## config.mk

```make
export PLATFORM = sky130hd
export DESIGN_NAME = selective_repeat_sender_window
export DESIGN_NICKNAME = d
export VERILOG_FILES = /design/src/sv/srsw_pkg.sv /design/src/sv/srsw_cfg.sv /design/src/sv/srsw_ctrl.sv /design/src/sv/srsw_datapath.sv /design/src/sv/selective_repeat_sender_window.sv
export SDC_FILE = /design/constraint.sdc
export NUM_CORES = 1
export LEC_CHECK = 0
export ABC_CLOCK_PERIOD_IN_PS = 12300
export BUFFER_PORTS_ARGS = -buffer_cell sky130_fd_sc_hd__buf_4
export CORE_MARGIN = 2
export CORE_UTILIZATION = 35
export DETAILED_ROUTE_END_ITERATION = 8
export GPL_TIMING_DRIVEN = 0
export PLACE_DENSITY = 0.55
export SLEW_MARGIN = 20
export SYNTH_ARGS = -nofsm -noshare
export SYNTH_HDL_FRONTEND = slang
export SYNTH_HIERARCHICAL = 1
export SYNTH_SLANG_ARGS = --single-unit
```

## constraint.sdc

```tcl
create_clock -name clk_i -period 12.3 [get_ports clk_i]
set_input_delay 0.615 -clock clk_i [delete_from_list [all_inputs] [get_ports clk_i]]
set_output_delay 0.615 -clock clk_i [all_outputs]
set_load 0.005 [all_outputs]
```

## src/sv/srsw_pkg.sv

```systemverilog
// Shared types, constants and control/status structs of the sender window.
package srsw_pkg;

  localparam int WINDOW_DEPTH = 16;
  localparam int IDX_W = (WINDOW_DEPTH > 1) ? $clog2(WINDOW_DEPTH) : 1;
  localparam int CNT_W = $clog2(WINDOW_DEPTH + 1);

  localparam int FUNC_W  = 2;
  localparam int TYPE_W  = 8;
  localparam int SEQ_W   = 32;
  localparam int AGE_W   = 16;
  localparam int LIMIT_W = 5;
  localparam int OUTST_W = 5;
  localparam int KIND_W  = 3;

  // Width that holds the count, the configured limit and the depth alike.
  localparam int CMP_W = (CNT_W > LIMIT_W) ? CNT_W : LIMIT_W;

  localparam int APB_ADDR_W = 3;
  localparam int APB_DATA_W = 32;

  localparam logic [TYPE_W-1:0]  ACK_TYPE          = 8'd3;
  localparam logic [LIMIT_W-1:0] WINDOW_LIMIT_RST  = 5'd8;
  localparam logic [AGE_W-1:0]   TIMEOUT_TICKS_RST = 16'd500;
  localparam logic [AGE_W-1:0]   AGE_MAX           = 16'hFFFF;

  // Register select: bit 2 of the byte address.
  localparam logic REG_WINDOW_LIMIT  = 1'b0;
  localparam logic REG_TIMEOUT_TICKS = 1'b1;

  typedef enum logic [FUNC_W-1:0] {
    FUNC_OFFER = 2'd0,
    FUNC_ACK   = 2'd1,
    FUNC_TICK  = 2'd2,
    FUNC_NOP   = 2'd3
  } func_e;

  typedef enum logic [KIND_W-1:0] {
    KIND_SENT    = 3'd0,
    KIND_FULL    = 3'd1,
    KIND_CLEARED = 3'd2,
    KIND_IGNORED = 3'd3,
    KIND_RETX    = 3'd4
  } kind_e;

  typedef enum logic [2:0] {
    ST_IDLE,
    ST_DISPATCH,
    ST_MATCH,
    ST_OFFER_FIN,
    ST_ACK_FIN,
    ST_AGE,
    ST_SELECT,
    ST_RETX
  } state_e;

  typedef struct packed {
    logic [LIMIT_W-1:0] window_limit;
    logic [AGE_W-1:0]   timeout_ticks;
  } cfg_t;

  typedef struct packed {
    logic  load;
    logic  match_step;
    logic  age_step;
    logic  sel_init;
    logic  sel_step;
    logic  offer_commit;
    logic  ack_commit;
    logic  retx_commit;
    logic  emit;
    kind_e kind;
  } cmd_t;

  typedef struct packed {
    func_e func;
    logic  full;
    logic  is_ack;
    logic  idx_last;
    logic  hit;
    logic  free;
    logic  best_found;
    logic  best_last;
  } status_t;

endpackage

```

## src/sv/srsw_cfg.sv

```systemverilog
// APB-style configuration registers: window limit and timeout.
module srsw_cfg (
  input  logic                                clk_i,
  input  logic                                rst_ni,
  input  logic                                psel,
  input  logic                                penable,
  input  logic                                pwrite,
  input  logic [srsw_pkg::APB_ADDR_W-1:0]     paddr,
  input  logic [srsw_pkg::APB_DATA_W-1:0]     pwdata,
  output logic [srsw_pkg::APB_DATA_W-1:0]     prdata,
  output logic                                pready,
  output srsw_pkg::cfg_t                      cfg_o
);

  logic [srsw_pkg::LIMIT_W-1:0] window_limit_q, window_limit_d;
  logic [srsw_pkg::AGE_W-1:0]   timeout_ticks_q, timeout_ticks_d;
  logic                         wr_en;

  assign pready = 1'b1;
  assign wr_en  = psel & penable & pwrite & pready;

  always_comb begin
    window_limit_d  = window_limit_q;
    timeout_ticks_d = timeout_ticks_q;
    if (wr_en) begin
      if (paddr[2] == srsw_pkg::REG_TIMEOUT_TICKS) begin
        timeout_ticks_d = pwdata[srsw_pkg::AGE_W-1:0];
      end else begin
        window_limit_d = pwdata[srsw_pkg::LIMIT_W-1:0];
      end
    end
  end

  always_ff @(posedge clk_i or negedge rst_ni) begin
    if (!rst_ni) begin
      window_limit_q  <= srsw_pkg::WINDOW_LIMIT_RST;
      timeout_ticks_q <= srsw_pkg::TIMEOUT_TICKS_RST;
    end else begin
      window_limit_q  <= window_limit_d;
      timeout_ticks_q <= timeout_ticks_d;
    end
  end

  always_comb begin
    if (paddr[2] == srsw_pkg::REG_TIMEOUT_TICKS) begin
      prdata = srsw_pkg::APB_DATA_W'(timeout_ticks_q);
    end else begin
      prdata = srsw_pkg::APB_DATA_W'(window_limit_q);
    end
  end

  assign cfg_o.window_limit  = window_limit_q;
  assign cfg_o.timeout_ticks = timeout_ticks_q;

endmodule

```

## src/sv/srsw_ctrl.sv

```systemverilog
// Controller state machine that sequences the entry scans of the window.
module srsw_ctrl (
  input  logic              clk_i,
  input  logic              rst_ni,
  input  logic              start,
  output logic              busy,
  input  srsw_pkg::status_t status_i,
  output srsw_pkg::cmd_t    cmd_o
);

  srsw_pkg::state_e state_q, state_d;

  always_ff @(posedge clk_i or negedge rst_ni) begin
    if (!rst_ni) begin
      state_q <= srsw_pkg::ST_IDLE;
    end else begin
      state_q <= state_d;
    end
  end

  always_comb begin
    state_d = state_q;
    cmd_o   = '0;
    cmd_o.kind = srsw_pkg::KIND_SENT;
    busy    = (state_q != srsw_pkg::ST_IDLE);

    unique case (state_q)
      srsw_pkg::ST_IDLE: begin
        if (start) begin
          cmd_o.load = 1'b1;
          state_d    = srsw_pkg::ST_DISPATCH;
        end
      end

      srsw_pkg::ST_DISPATCH: begin
        unique case (status_i.func)
          srsw_pkg::FUNC_OFFER: begin
            if (status_i.full) begin
              cmd_o.emit = 1'b1;
              cmd_o.kind = srsw_pkg::KIND_FULL;
              state_d    = srsw_pkg::ST_IDLE;
            end else begin
              state_d = srsw_pkg::ST_MATCH;
            end
          end
          srsw_pkg::FUNC_ACK: begin
            if (!status_i.is_ack) begin
              cmd_o.emit = 1'b1;
              cmd_o.kind = srsw_pkg::KIND_IGNORED;
              state_d    = srsw_pkg::ST_IDLE;
            end else begin
              state_d = srsw_pkg::ST_MATCH;
            end
          end
          srsw_pkg::FUNC_TICK: state_d = srsw_pkg::ST_AGE;
          srsw_pkg::FUNC_NOP:  state_d = srsw_pkg::ST_IDLE;
          default:             state_d = srsw_pkg::ST_IDLE;
        endcase
      end

      srsw_pkg::ST_MATCH: begin
        cmd_o.match_step = 1'b1;
        if (status_i.idx_last) begin
          state_d = (status_i.func == srsw_pkg::FUNC_OFFER) ? srsw_pkg::ST_OFFER_FIN
                                                            : srsw_pkg::ST_ACK_FIN;
        end
      end

      srsw_pkg::ST_OFFER_FIN: begin
        cmd_o.emit = 1'b1;
        if (status_i.hit || status_i.free) begin
          cmd_o.offer_commit = 1'b1;
          cmd_o.kind         = srsw_pkg::KIND_SENT;
        end else begin
          cmd_o.kind = srsw_pkg::KIND_FULL;
        end
        state_d = srsw_pkg::ST_IDLE;
      end

      srsw_pkg::ST_ACK_FIN: begin
        cmd_o.emit = 1'b1;
        if (status_i.hit) begin
          cmd_o.ack_commit = 1'b1;
          cmd_o.kind       = srsw_pkg::KIND_CLEARED;
        end else begin
          cmd_o.kind = srsw_pkg::KIND_IGNORED;
        end
        state_d = srsw_pkg::ST_IDLE;
      end

      srsw_pkg::ST_AGE: begin
        cmd_o.age_step = 1'b1;
        if (status_i.idx_last) begin
          cmd_o.sel_init = 1'b1;
          state_d        = srsw_pkg::ST_SELECT;
        end
      end

      srsw_pkg::ST_SELECT: begin
        cmd_o.sel_step = 1'b1;
        if (status_i.idx_last) begin
          state_d = srsw_pkg::ST_RETX;
        end
      end

      srsw_pkg::ST_RETX: begin
        if (!status_i.best_found) begin
          state_d = srsw_pkg::ST_IDLE;
        end else begin
          cmd_o.retx_commit = 1'b1;
          cmd_o.emit        = 1'b1;
          cmd_o.kind        = srsw_pkg::KIND_RETX;
          if (status_i.best_last) begin
            state_d = srsw_pkg::ST_IDLE;
          end else begin
            cmd_o.sel_init = 1'b1;
            state_d        = srsw_pkg::ST_SELECT;
          end
        end
      end

      default: state_d = srsw_pkg::ST_IDLE;
    endcase
  end

endmodule

```

## src/sv/srsw_datapath.sv

```systemverilog
// Window datapath: entry storage, scan index, match/age/oldest-due logic, result register.
module srsw_datapath (
  input  logic                            clk_i,
  input  logic                            rst_ni,
  input  srsw_pkg::cfg_t                  cfg_i,
  input  srsw_pkg::cmd_t                  cmd_i,
  output srsw_pkg::status_t               status_o,
  input  logic [srsw_pkg::FUNC_W-1:0]     func_i,
  input  logic [srsw_pkg::TYPE_W-1:0]     packet_type_i,
  input  logic [srsw_pkg::SEQ_W-1:0]      ack_seq_i,
  output logic                            result_valid_o,
  output logic [srsw_pkg::KIND_W-1:0]     kind_o,
  output logic [srsw_pkg::SEQ_W-1:0]      seq_o,
  output logic [srsw_pkg::OUTST_W-1:0]    outstanding_o,
  output logic                            last_o
);

  localparam int D     = srsw_pkg::WINDOW_DEPTH;
  localparam int IW    = srsw_pkg::IDX_W;
  localparam int CW    = srsw_pkg::CNT_W;
  localparam int MW    = srsw_pkg::CMP_W;
  localparam int SW    = srsw_pkg::SEQ_W;
  localparam int AW    = srsw_pkg::AGE_W;

  // Entry storage.
  logic [D-1:0]  valid_q;
  logic [SW-1:0] seq_mem [D];
  logic [AW-1:0] age_mem [D];
  logic [D-1:0]  due_q;

  logic [SW-1:0] last_seq_q;
  logic [CW-1:0] count_q, count_d;

  // Latched item.
  srsw_pkg::func_e      op_func_q;
  logic [srsw_pkg::TYPE_W-1:0] op_type_q;
  logic [SW-1:0]        op_seq_q;

  // Scan state.
  logic [IW-1:0] idx_q;
  logic          hit_q, free_q, best_found_q;
  logic [IW-1:0] hit_idx_q, free_idx_q, best_idx_q;
  logic [SW-1:0] best_dist_q, best_seq_q;

  // Result register.
  logic                         out_valid_q;
  srsw_pkg::kind_e              out_kind_q;
  logic [SW-1:0]                out_seq_q;
  logic [srsw_pkg::OUTST_W-1:0] out_cnt_q;
  logic                         out_last_q;

  logic          cur_valid;
  logic [SW-1:0] cur_seq;
  logic [AW-1:0] cur_age, age_inc;
  logic [SW-1:0] next_seq, target_seq, cur_dist;
  logic          idx_last, step;
  logic [IW-1:0] slot;
  logic [D-1:0]  best_oh;
  logic [MW-1:0] limit_eff, count_ext, count_d_ext;
  logic [SW-1:0] emit_seq;

  assign cur_valid  = valid_q[idx_q];
  assign cur_seq    = seq_mem[idx_q];
  assign cur_age    = age_mem[idx_q];
  assign age_inc    = (cur_age != srsw_pkg::AGE_MAX) ? cur_age + AW'(1) : cur_age;
  assign next_seq   = last_seq_q + SW'(1);
  assign target_seq = (op_func_q == srsw_pkg::FUNC_OFFER) ? next_seq : op_seq_q;
  assign cur_dist   = last_seq_q - cur_seq;
  assign idx_last   = (idx_q == IW'(D - 1));
  assign step       = cmd_i.match_step | cmd_i.age_step | cmd_i.sel_step;
  assign slot       = hit_q ? hit_idx_q : free_idx_q;
  assign best_oh    = D'(1) << best_idx_q;

  // A limit above the depth acts as the depth.
  assign limit_eff = (MW'(cfg_i.window_limit) > MW'(D)) ? MW'(D) : MW'(cfg_i.window_limit);
  assign count_ext = MW'(count_q);

  always_comb begin
    count_d = count_q;
    if (cmd_i.offer_commit && !hit_q) begin
      count_d = count_q + CW'(1);
    end else if (cmd_i.ack_commit) begin
      count_d = count_q - CW'(1);
    end
  end

  assign count_d_ext = MW'(count_d);

  always_comb begin
    unique case (cmd_i.kind)
      srsw_pkg::KIND_SENT:    emit_seq = next_seq;
      srsw_pkg::KIND_FULL:    emit_seq = '0;
      srsw_pkg::KIND_CLEARED: emit_seq = op_seq_q;
      srsw_pkg::KIND_IGNORED: emit_seq = op_seq_q;
      srsw_pkg::KIND_RETX:    emit_seq = best_seq_q;
      default:                emit_seq = '0;
    endcase
  end

  // Control state and valid bits.
  always_ff @(posedge clk_i or negedge rst_ni) begin
    if (!rst_ni) begin
      valid_q      <= '0;
      due_q        <= '0;
      last_seq_q   <= '0;
      count_q      <= '0;
      op_func_q    <= srsw_pkg::FUNC_NOP;
      idx_q        <= '0;
      hit_q        <= 1'b0;
      free_q       <= 1'b0;
      best_found_q <= 1'b0;
      out_valid_q  <= 1'b0;
    end else begin
      out_valid_q <= cmd_i.emit;
      count_q     <= count_d;

      if (cmd_i.load) begin
        op_func_q <= srsw_pkg::func_e'(func_i);
      end

      if (cmd_i.load || cmd_i.sel_init) begin
        idx_q <= '0;
      end else if (step) begin
        idx_q <= idx_last ? '0 : idx_q + IW'(1);
      end

      if (cmd_i.load) begin
        hit_q  <= 1'b0;
        free_q <= 1'b0;
      end else if (cmd_i.match_step) begin
        if (cur_valid && (cur_seq == target_seq) && !hit_q) begin
          hit_q <= 1'b1;
        end
        if (!cur_valid && !free_q) begin
          free_q <= 1'b1;
        end
      end

      if (cmd_i.sel_init) begin
        best_found_q <= 1'b0;
      end else if (cmd_i.sel_step && due_q[idx_q] &&
                   (!best_found_q || (cur_dist > best_dist_q))) begin
        best_found_q <= 1'b1;
      end

      if (cmd_i.age_step) begin
        due_q[idx_q] <= cur_valid && (age_inc >= cfg_i.timeout_ticks);
      end else if (cmd_i.retx_commit) begin
        due_q <= due_q & ~best_oh;
      end

      if (cmd_i.offer_commit) begin
        valid_q[slot] <= 1'b1;
        last_seq_q    <= next_seq;
      end else if (cmd_i.ack_commit) begin
        valid_q[hit_idx_q] <= 1'b0;
      end
    end
  end

  // Payload: entry storage, latched item, scan indexes and result fields.
  always_ff @(posedge clk_i) begin
    if (cmd_i.load) begin
      op_type_q <= packet_type_i;
      op_seq_q  <= ack_seq_i;
    end

    if (cmd_i.match_step) begin
      if (cur_valid && (cur_seq == target_seq) && !hit_q) begin
        hit_idx_q <= idx_q;
      end
      if (!cur_valid && !free_q) begin
        free_idx_q <= idx_q;
      end
    end

    if (cmd_i.sel_step && due_q[idx_q] && (!best_found_q || (cur_dist > best_dist_q))) begin
      best_idx_q  <= idx_q;
      best_dist_q <= cur_dist;
      best_seq_q  <= cur_seq;
    end

    if (cmd_i.offer_commit) begin
      seq_mem[slot] <= next_seq;
      age_mem[slot] <= '0;
    end else if (cmd_i.age_step && cur_valid) begin
      age_mem[idx_q] <= age_inc;
    end else if (cmd_i.retx_commit) begin
      age_mem[best_idx_q] <= '0;
    end

    if (cmd_i.emit) begin
      out_kind_q <= cmd_i.kind;
      out_seq_q  <= emit_seq;
      out_cnt_q  <= count_d_ext[srsw_pkg::OUTST_W-1:0];
      out_last_q <= (cmd_i.kind == srsw_pkg::KIND_RETX) ? status_o.best_last : 1'b1;
    end
  end

  assign status_o.func       = op_func_q;
  assign status_o.full       = (count_ext >= limit_eff);
  assign status_o.is_ack     = (op_type_q == srsw_pkg::ACK_TYPE);
  assign status_o.idx_last   = idx_last;
  assign status_o.hit        = hit_q;
  assign status_o.free       = free_q;
  assign status_o.best_found = best_found_q;
  assign status_o.best_last  = ~|(due_q & ~best_oh);

  assign result_valid_o = out_valid_q;
  assign kind_o         = out_kind_q;
  assign seq_o          = out_seq_q;
  assign outstanding_o  = out_cnt_q;
  assign last_o         = out_last_q;

endmodule

```

## src/sv/selective_repeat_sender_window.sv

```systemverilog
// Top level of the selective-repeat sender window: config port, controller and datapath.
// An offer or a type-3 ack passes dispatch, a match scan of all 16 entries and a finish state;
// the result word is registered and appears as busy drops. A full window or a non-ack packet
// answers from dispatch. A tick ages all entries, then each retransmit takes an oldest-due
// select scan and a retransmit state; with nothing due, a select scan still runs. The result
// strobe lasts one cycle; the receiver cannot stall. Reset (rst_ni low, asynchronous) empties
// the window and restores the limit of 8 and the timeout of 500 ticks.
module selective_repeat_sender_window (
  input  logic                                clk_i,
  input  logic                                rst_ni,

  // Command channel: a word is taken when start is high and busy is low.
  input  logic                                start,
  output logic                                busy,
  input  logic [srsw_pkg::FUNC_W-1:0]         func_i,
  input  logic [srsw_pkg::TYPE_W-1:0]         packet_type_i,
  input  logic [srsw_pkg::SEQ_W-1:0]          ack_seq_i,

  // Result channel: one word per cycle in which result_valid_o is high.
  output logic                                result_valid_o,
  output logic [srsw_pkg::KIND_W-1:0]         kind_o,
  output logic [srsw_pkg::SEQ_W-1:0]          seq_o,
  output logic [srsw_pkg::OUTST_W-1:0]        outstanding_o,
  output logic                                last_o,

  // Configuration port.
  input  logic                                psel,
  input  logic                                penable,
  input  logic                                pwrite,
  input  logic [srsw_pkg::APB_ADDR_W-1:0]     paddr,
  input  logic [srsw_pkg::APB_DATA_W-1:0]     pwdata,
  output logic [srsw_pkg::APB_DATA_W-1:0]     prdata,
  output logic                                pready
);

  // The window limit sits at byte address 0 and the timeout at byte address 4.
  srsw_pkg::cfg_t    cfg;
  srsw_pkg::cmd_t    cmd;
  srsw_pkg::status_t status;

  srsw_cfg u_cfg (
    .clk_i   (clk_i),
    .rst_ni  (rst_ni),
    .psel    (psel),
    .penable (penable),
    .pwrite  (pwrite),
    .paddr   (paddr),
    .pwdata  (pwdata),
    .prdata  (prdata),
    .pready  (pready),
    .cfg_o   (cfg)
  );

  // The controller walks the scan phases; it sees only the status struct and issues
  // one command struct per cycle.
  srsw_ctrl u_ctrl (
    .clk_i    (clk_i),
    .rst_ni   (rst_ni),
    .start    (start),
    .busy     (busy),
    .status_i (status),
    .cmd_o    (cmd)
  );

  // The datapath holds the entries and reads one of them per cycle at the scan index.
  // Retransmits leave in oldest-first order: each select scan keeps the due entry with
  // the greatest distance behind the last sequence number sent, the lowest slot on a tie.
  srsw_datapath u_datapath (
    .clk_i          (clk_i),
    .rst_ni         (rst_ni),
    .cfg_i          (cfg),
    .cmd_i          (cmd),
    .status_o       (status),
    .func_i         (func_i),
    .packet_type_i  (packet_type_i),
    .ack_seq_i      (ack_seq_i),
    .result_valid_o (result_valid_o),
    .kind_o         (kind_o),
    .seq_o          (seq_o),
    .outstanding_o  (outstanding_o),
    .last_o         (last_o)
  );

endmodule
```

==> flow_metrics.py <==
metrics = {
    "setup_path": {
        "crit_required_ns": 12.76,
        "r2r-start": "u_datapath/idx_q[1]",
        "critPathMaxStageDelay_ns": 0.65,
        "start_kind": "flip-flop",
        "worstSetupPathType": "flip-flop to flip-flop",
        "cp_max_fo": 21,
        "critPathArrivalTime_ns": 9.67,
        "cp_slowest_cell": "dfrtp_1",
        "path_common_cell": "buf_2",
        "worstSetupStartpoint": "u_datapath/idx_q[1]",
        "end_kind": "flip-flop",
    },
    "floorplanning": {
        "initial_core_util": 0.353,
        "die_w_um": 363,
        "dieArea_um2": 132000,
        "rows": 131,
        "ios": 159,
        "core_um2": 128000,
        "die_h_um": 363,
    },
    "logic_synthesis": {
        "ys_ff_latch": 1028,
        "synth_cells": 2680,
        "yosys_warnings": 6,
        "synthFlopType": "edfxtp_1",
        "seq_area_frac_synth": 0.672,
        "synthArstFlopShare": 0.100,
        "syn_area_per_cell_um2": 16.9,
        "synth_edf_count": 925,
        "synth_area_um2": 45200,
        "synth.distinct_cells": 81,
    },
    "grt": {
        "grt_use_total": 0.186,
        "antenna_found_initial": 3,
        "grt_overflow": 0,
        "grt_first_pass_wirelength_um": 179000,
        "grt_start_max_net_pins": 66,
        "grt_pass1_vias": 25600,
    },
    "clocking": {
        "clk_path_buf_depth": 3,
        "cts_root_buf": "clkbuf_16",
        "numCtsBuffers": 103,
        "clock-sinks": 1028,
        "cts_setup_buffers": 0,
        "cts_tree": "done",
        "clock_latency_ns": 0.71,
        "ctsHoldBuffers": 1,
        "htreeDepth": 3,
        "cts_resized": 0,
        "clkTransAtPathRegs_ns": 0.07,
    },
    "route": {
        "vias": 26000,
        "drt_wl_total_um": 124000,
        "via_per_inst": 5.48,
        "wl_per_cell_um": 26.1,
        "antenna_left": 0,
        "drt_iter0_markers": 2774,
        "first_pass_iters": 6,
        "drc": 0,
    },
    "sta": {
        "finalCritPeriodShare": 0.749,
        "relSlewSlack": 0.249,
        "tightest_slew_ns": 1.12,
        "timing.final.max_slew_violations": 0,
        "hold_ws_ns": 0.0808,
        "post-route-min-period_ns": 9.22,
        "finalHoldViolCount": 0,
        "finalSetupViolations": 0,
        "rsz0062_at_grt": "no",
        "max_freq_ghz": 0.109,
        "final.setup_skew_ns": 0.0223,
    },
    "flow_run": {
        "drv_cap": 0,
    },
    "finish": {
        "area.growth.synth_to_final_pct": 18.7,
        "antenna_cells": 0,
        "nets": 3174,
        "drive_above_1_share": 0.249,
        "fillers": 11300,
        "final_area_um2": 53600,
    },
    "placed_design": {
        "portBuffers": 122,
        "dp.final_hpwl_um": 87100,
        "placed_area_um2": 50200,
        "gp_congestion": 0.875,
    },
    "run_status": {
        "status": "finished, final reports clean",
    },
    "worst_hold_path": {
        "min_from": "ack_seq_i[13]",
        "hp-class": "primary input to flip-flop",
    },
    "power": {
        "peakVddDrop_mv": 0.124,
        "powerDensity_nw_per_um2": 183,
        "power_leakage_uw": 0.0199,
    },
}
## layout make-up
class	count	area, um^2	share of cell area
Multi-Input combinational cell	1413	14000	0.262
Sequential cell	1028	30400	0.566
Clock inverter	61	676	0.0126
Buffer	145	828	0.0154
Clock buffer	131	2790	0.0520
Tap cell	1662	2080	0.0388
Inverter	109	410	0.00765
Timing Repair Buffer	198	2440	0.0456
## cell usage in the layout, fill, tap and decap left out, drive strengths merged, types with 13 or more instances in the layout
cell / Yosys / routed
xnor2: 93 / 93
buf: 88 / 285
ha: 92 / 92
a21o: 31 / 31
nor2: 114 / 114
and2: 25 / 25
a31oi: 18 / 18
clkinv: 2 / 39
nand2b: 24 / 24
a21oi: 48 / 48
conb: 2 / 17
mux2i: 24 / 24
inv: 107 / 113
nand2: 150 / 150
or4: 17 / 17
xor2: 28 / 28
nor4: 16 / 16
o21ai: 119 / 119
mux2: 36 / 36
and3: 14 / 14
nor3: 25 / 25
mux4: 250 / 250
nand3: 33 / 33
edfxtp: 925 / 925
o221ai: 13 / 13
clkbuf: 57 / 188
dfrtp: 94 / 94
a22oi: 32 / 32
nand4: 51 / 51
nor2b: 21 / 21
## cell families after synthesis
group,share of synthesized area
compound gates,0.0485
xor+xnor,0.0235
fa+ha+maj,0.0259
buf+inv,0.0274
flops,0.672
mux,0.143
other cells,0.000166
simple gates,0.0600
## metrics by stage
| step | TNS, ns | instances | power [uW] | util | setup WS, ns |
|---|---|---|---|---|---|
| floorplan | 0 | 2695 | 5780 | - | 2.64 |
| global placement | -170.94 | 4479 | 6660 | 0.377 | -2.52 |
| detailed placement | 0 | 4554 | 6680 | 0.392 | 2.84 |
| CTS | 0 | 4747 | 9940 | 0.419 | 2.84 |
| global route | 0 | 4747 | 10200 | 0.419 | 2.59 |
| finish | 0 | 4747 | 9830 | 0.419 | 3.08 |
## critical path, delay by kind of cell (launching register included)
family	cells	cell delay [ns]
adder cells (fa/ha/maj)	2	0.55
AND/OR/NAND/NOR	4	0.88
flip-flops	1	0.65
AO/OA/AOI/OAI	10	2.64
buffers and inverters	11	2.97
multiplexers	3	1.23
## synth_stat cells, drive strengths merged (51+ instances only)
cell | number | area share
edfxtp | 925 | 0.61
mux4 | 250 | 0.13
nand2 | 150 | 0.013
o21ai | 119 | 0.013
nor2 | 114 | 0.0095
inv | 107 | 0.0089
dfrtp | 94 | 0.052
xnor2 | 93 | 0.018
ha | 92 | 0.025
buf | 88 | 0.014
clkbuf | 57 | 0.0047
nand4 | 51 | 0.0074
## routing by layer
metal  part of all wire  vias up  global-route usage
met2               0.46      837               0.291
met3              0.056      159              0.0234
li1                   -    11300                   -
met4              0.026        2              0.0563
met1               0.46    13800               0.272
met5            0.00010        -                   0
## flip-flops by register name, indices dropped and copies added (netlist names), 5 cells and up
| name | count |
|---|---|
| u_cfg/timeout_ticks_q | 16 |
| u_cfg/window_limit_q | 5 |
| u_datapath/age_mem | 256 |
| u_datapath/best_dist_q | 32 |
| u_datapath/best_seq_q | 32 |
| u_datapath/count_ext | 5 |
| u_datapath/due_q | 16 |
| u_datapath/last_seq_q | 32 |
| u_datapath/op_seq_q | 32 |
| u_datapath/op_type_q | 8 |
| u_datapath/outstanding_o | 5 |
| u_datapath/seq_mem | 512 |
| u_datapath/seq_o | 32 |
| u_datapath/valid_q | 16 |
## power breakdown
part	leakage [uW]	internal (uW)	switching (uW)
clock network	0.00169	1860	1370
logic	0.00708	1040	1450
registers	0.0111	4010	99.9
total	0.0199	6910	2920
## worst paths after layout
path / cells after the start / slack, ns / endpoint
max: 30 / 3.08 / u_datapath/best_dist_q[28]
min: 1 / 0.08 / u_datapath/op_seq_q[13]
max reg2reg: 30 / 3.08 / u_datapath/best_dist_q[28]
min reg2reg: 2 / 0.50 / u_datapath/valid_q[13]
max in group asynchronous: 3 / 11.07 / u_cfg/timeout_ticks_q[8]
min in group asynchronous: 2 / 0.42 / u_datapath/last_seq_q[29]
Note: power is estimated with default switching activity, not from simulation.
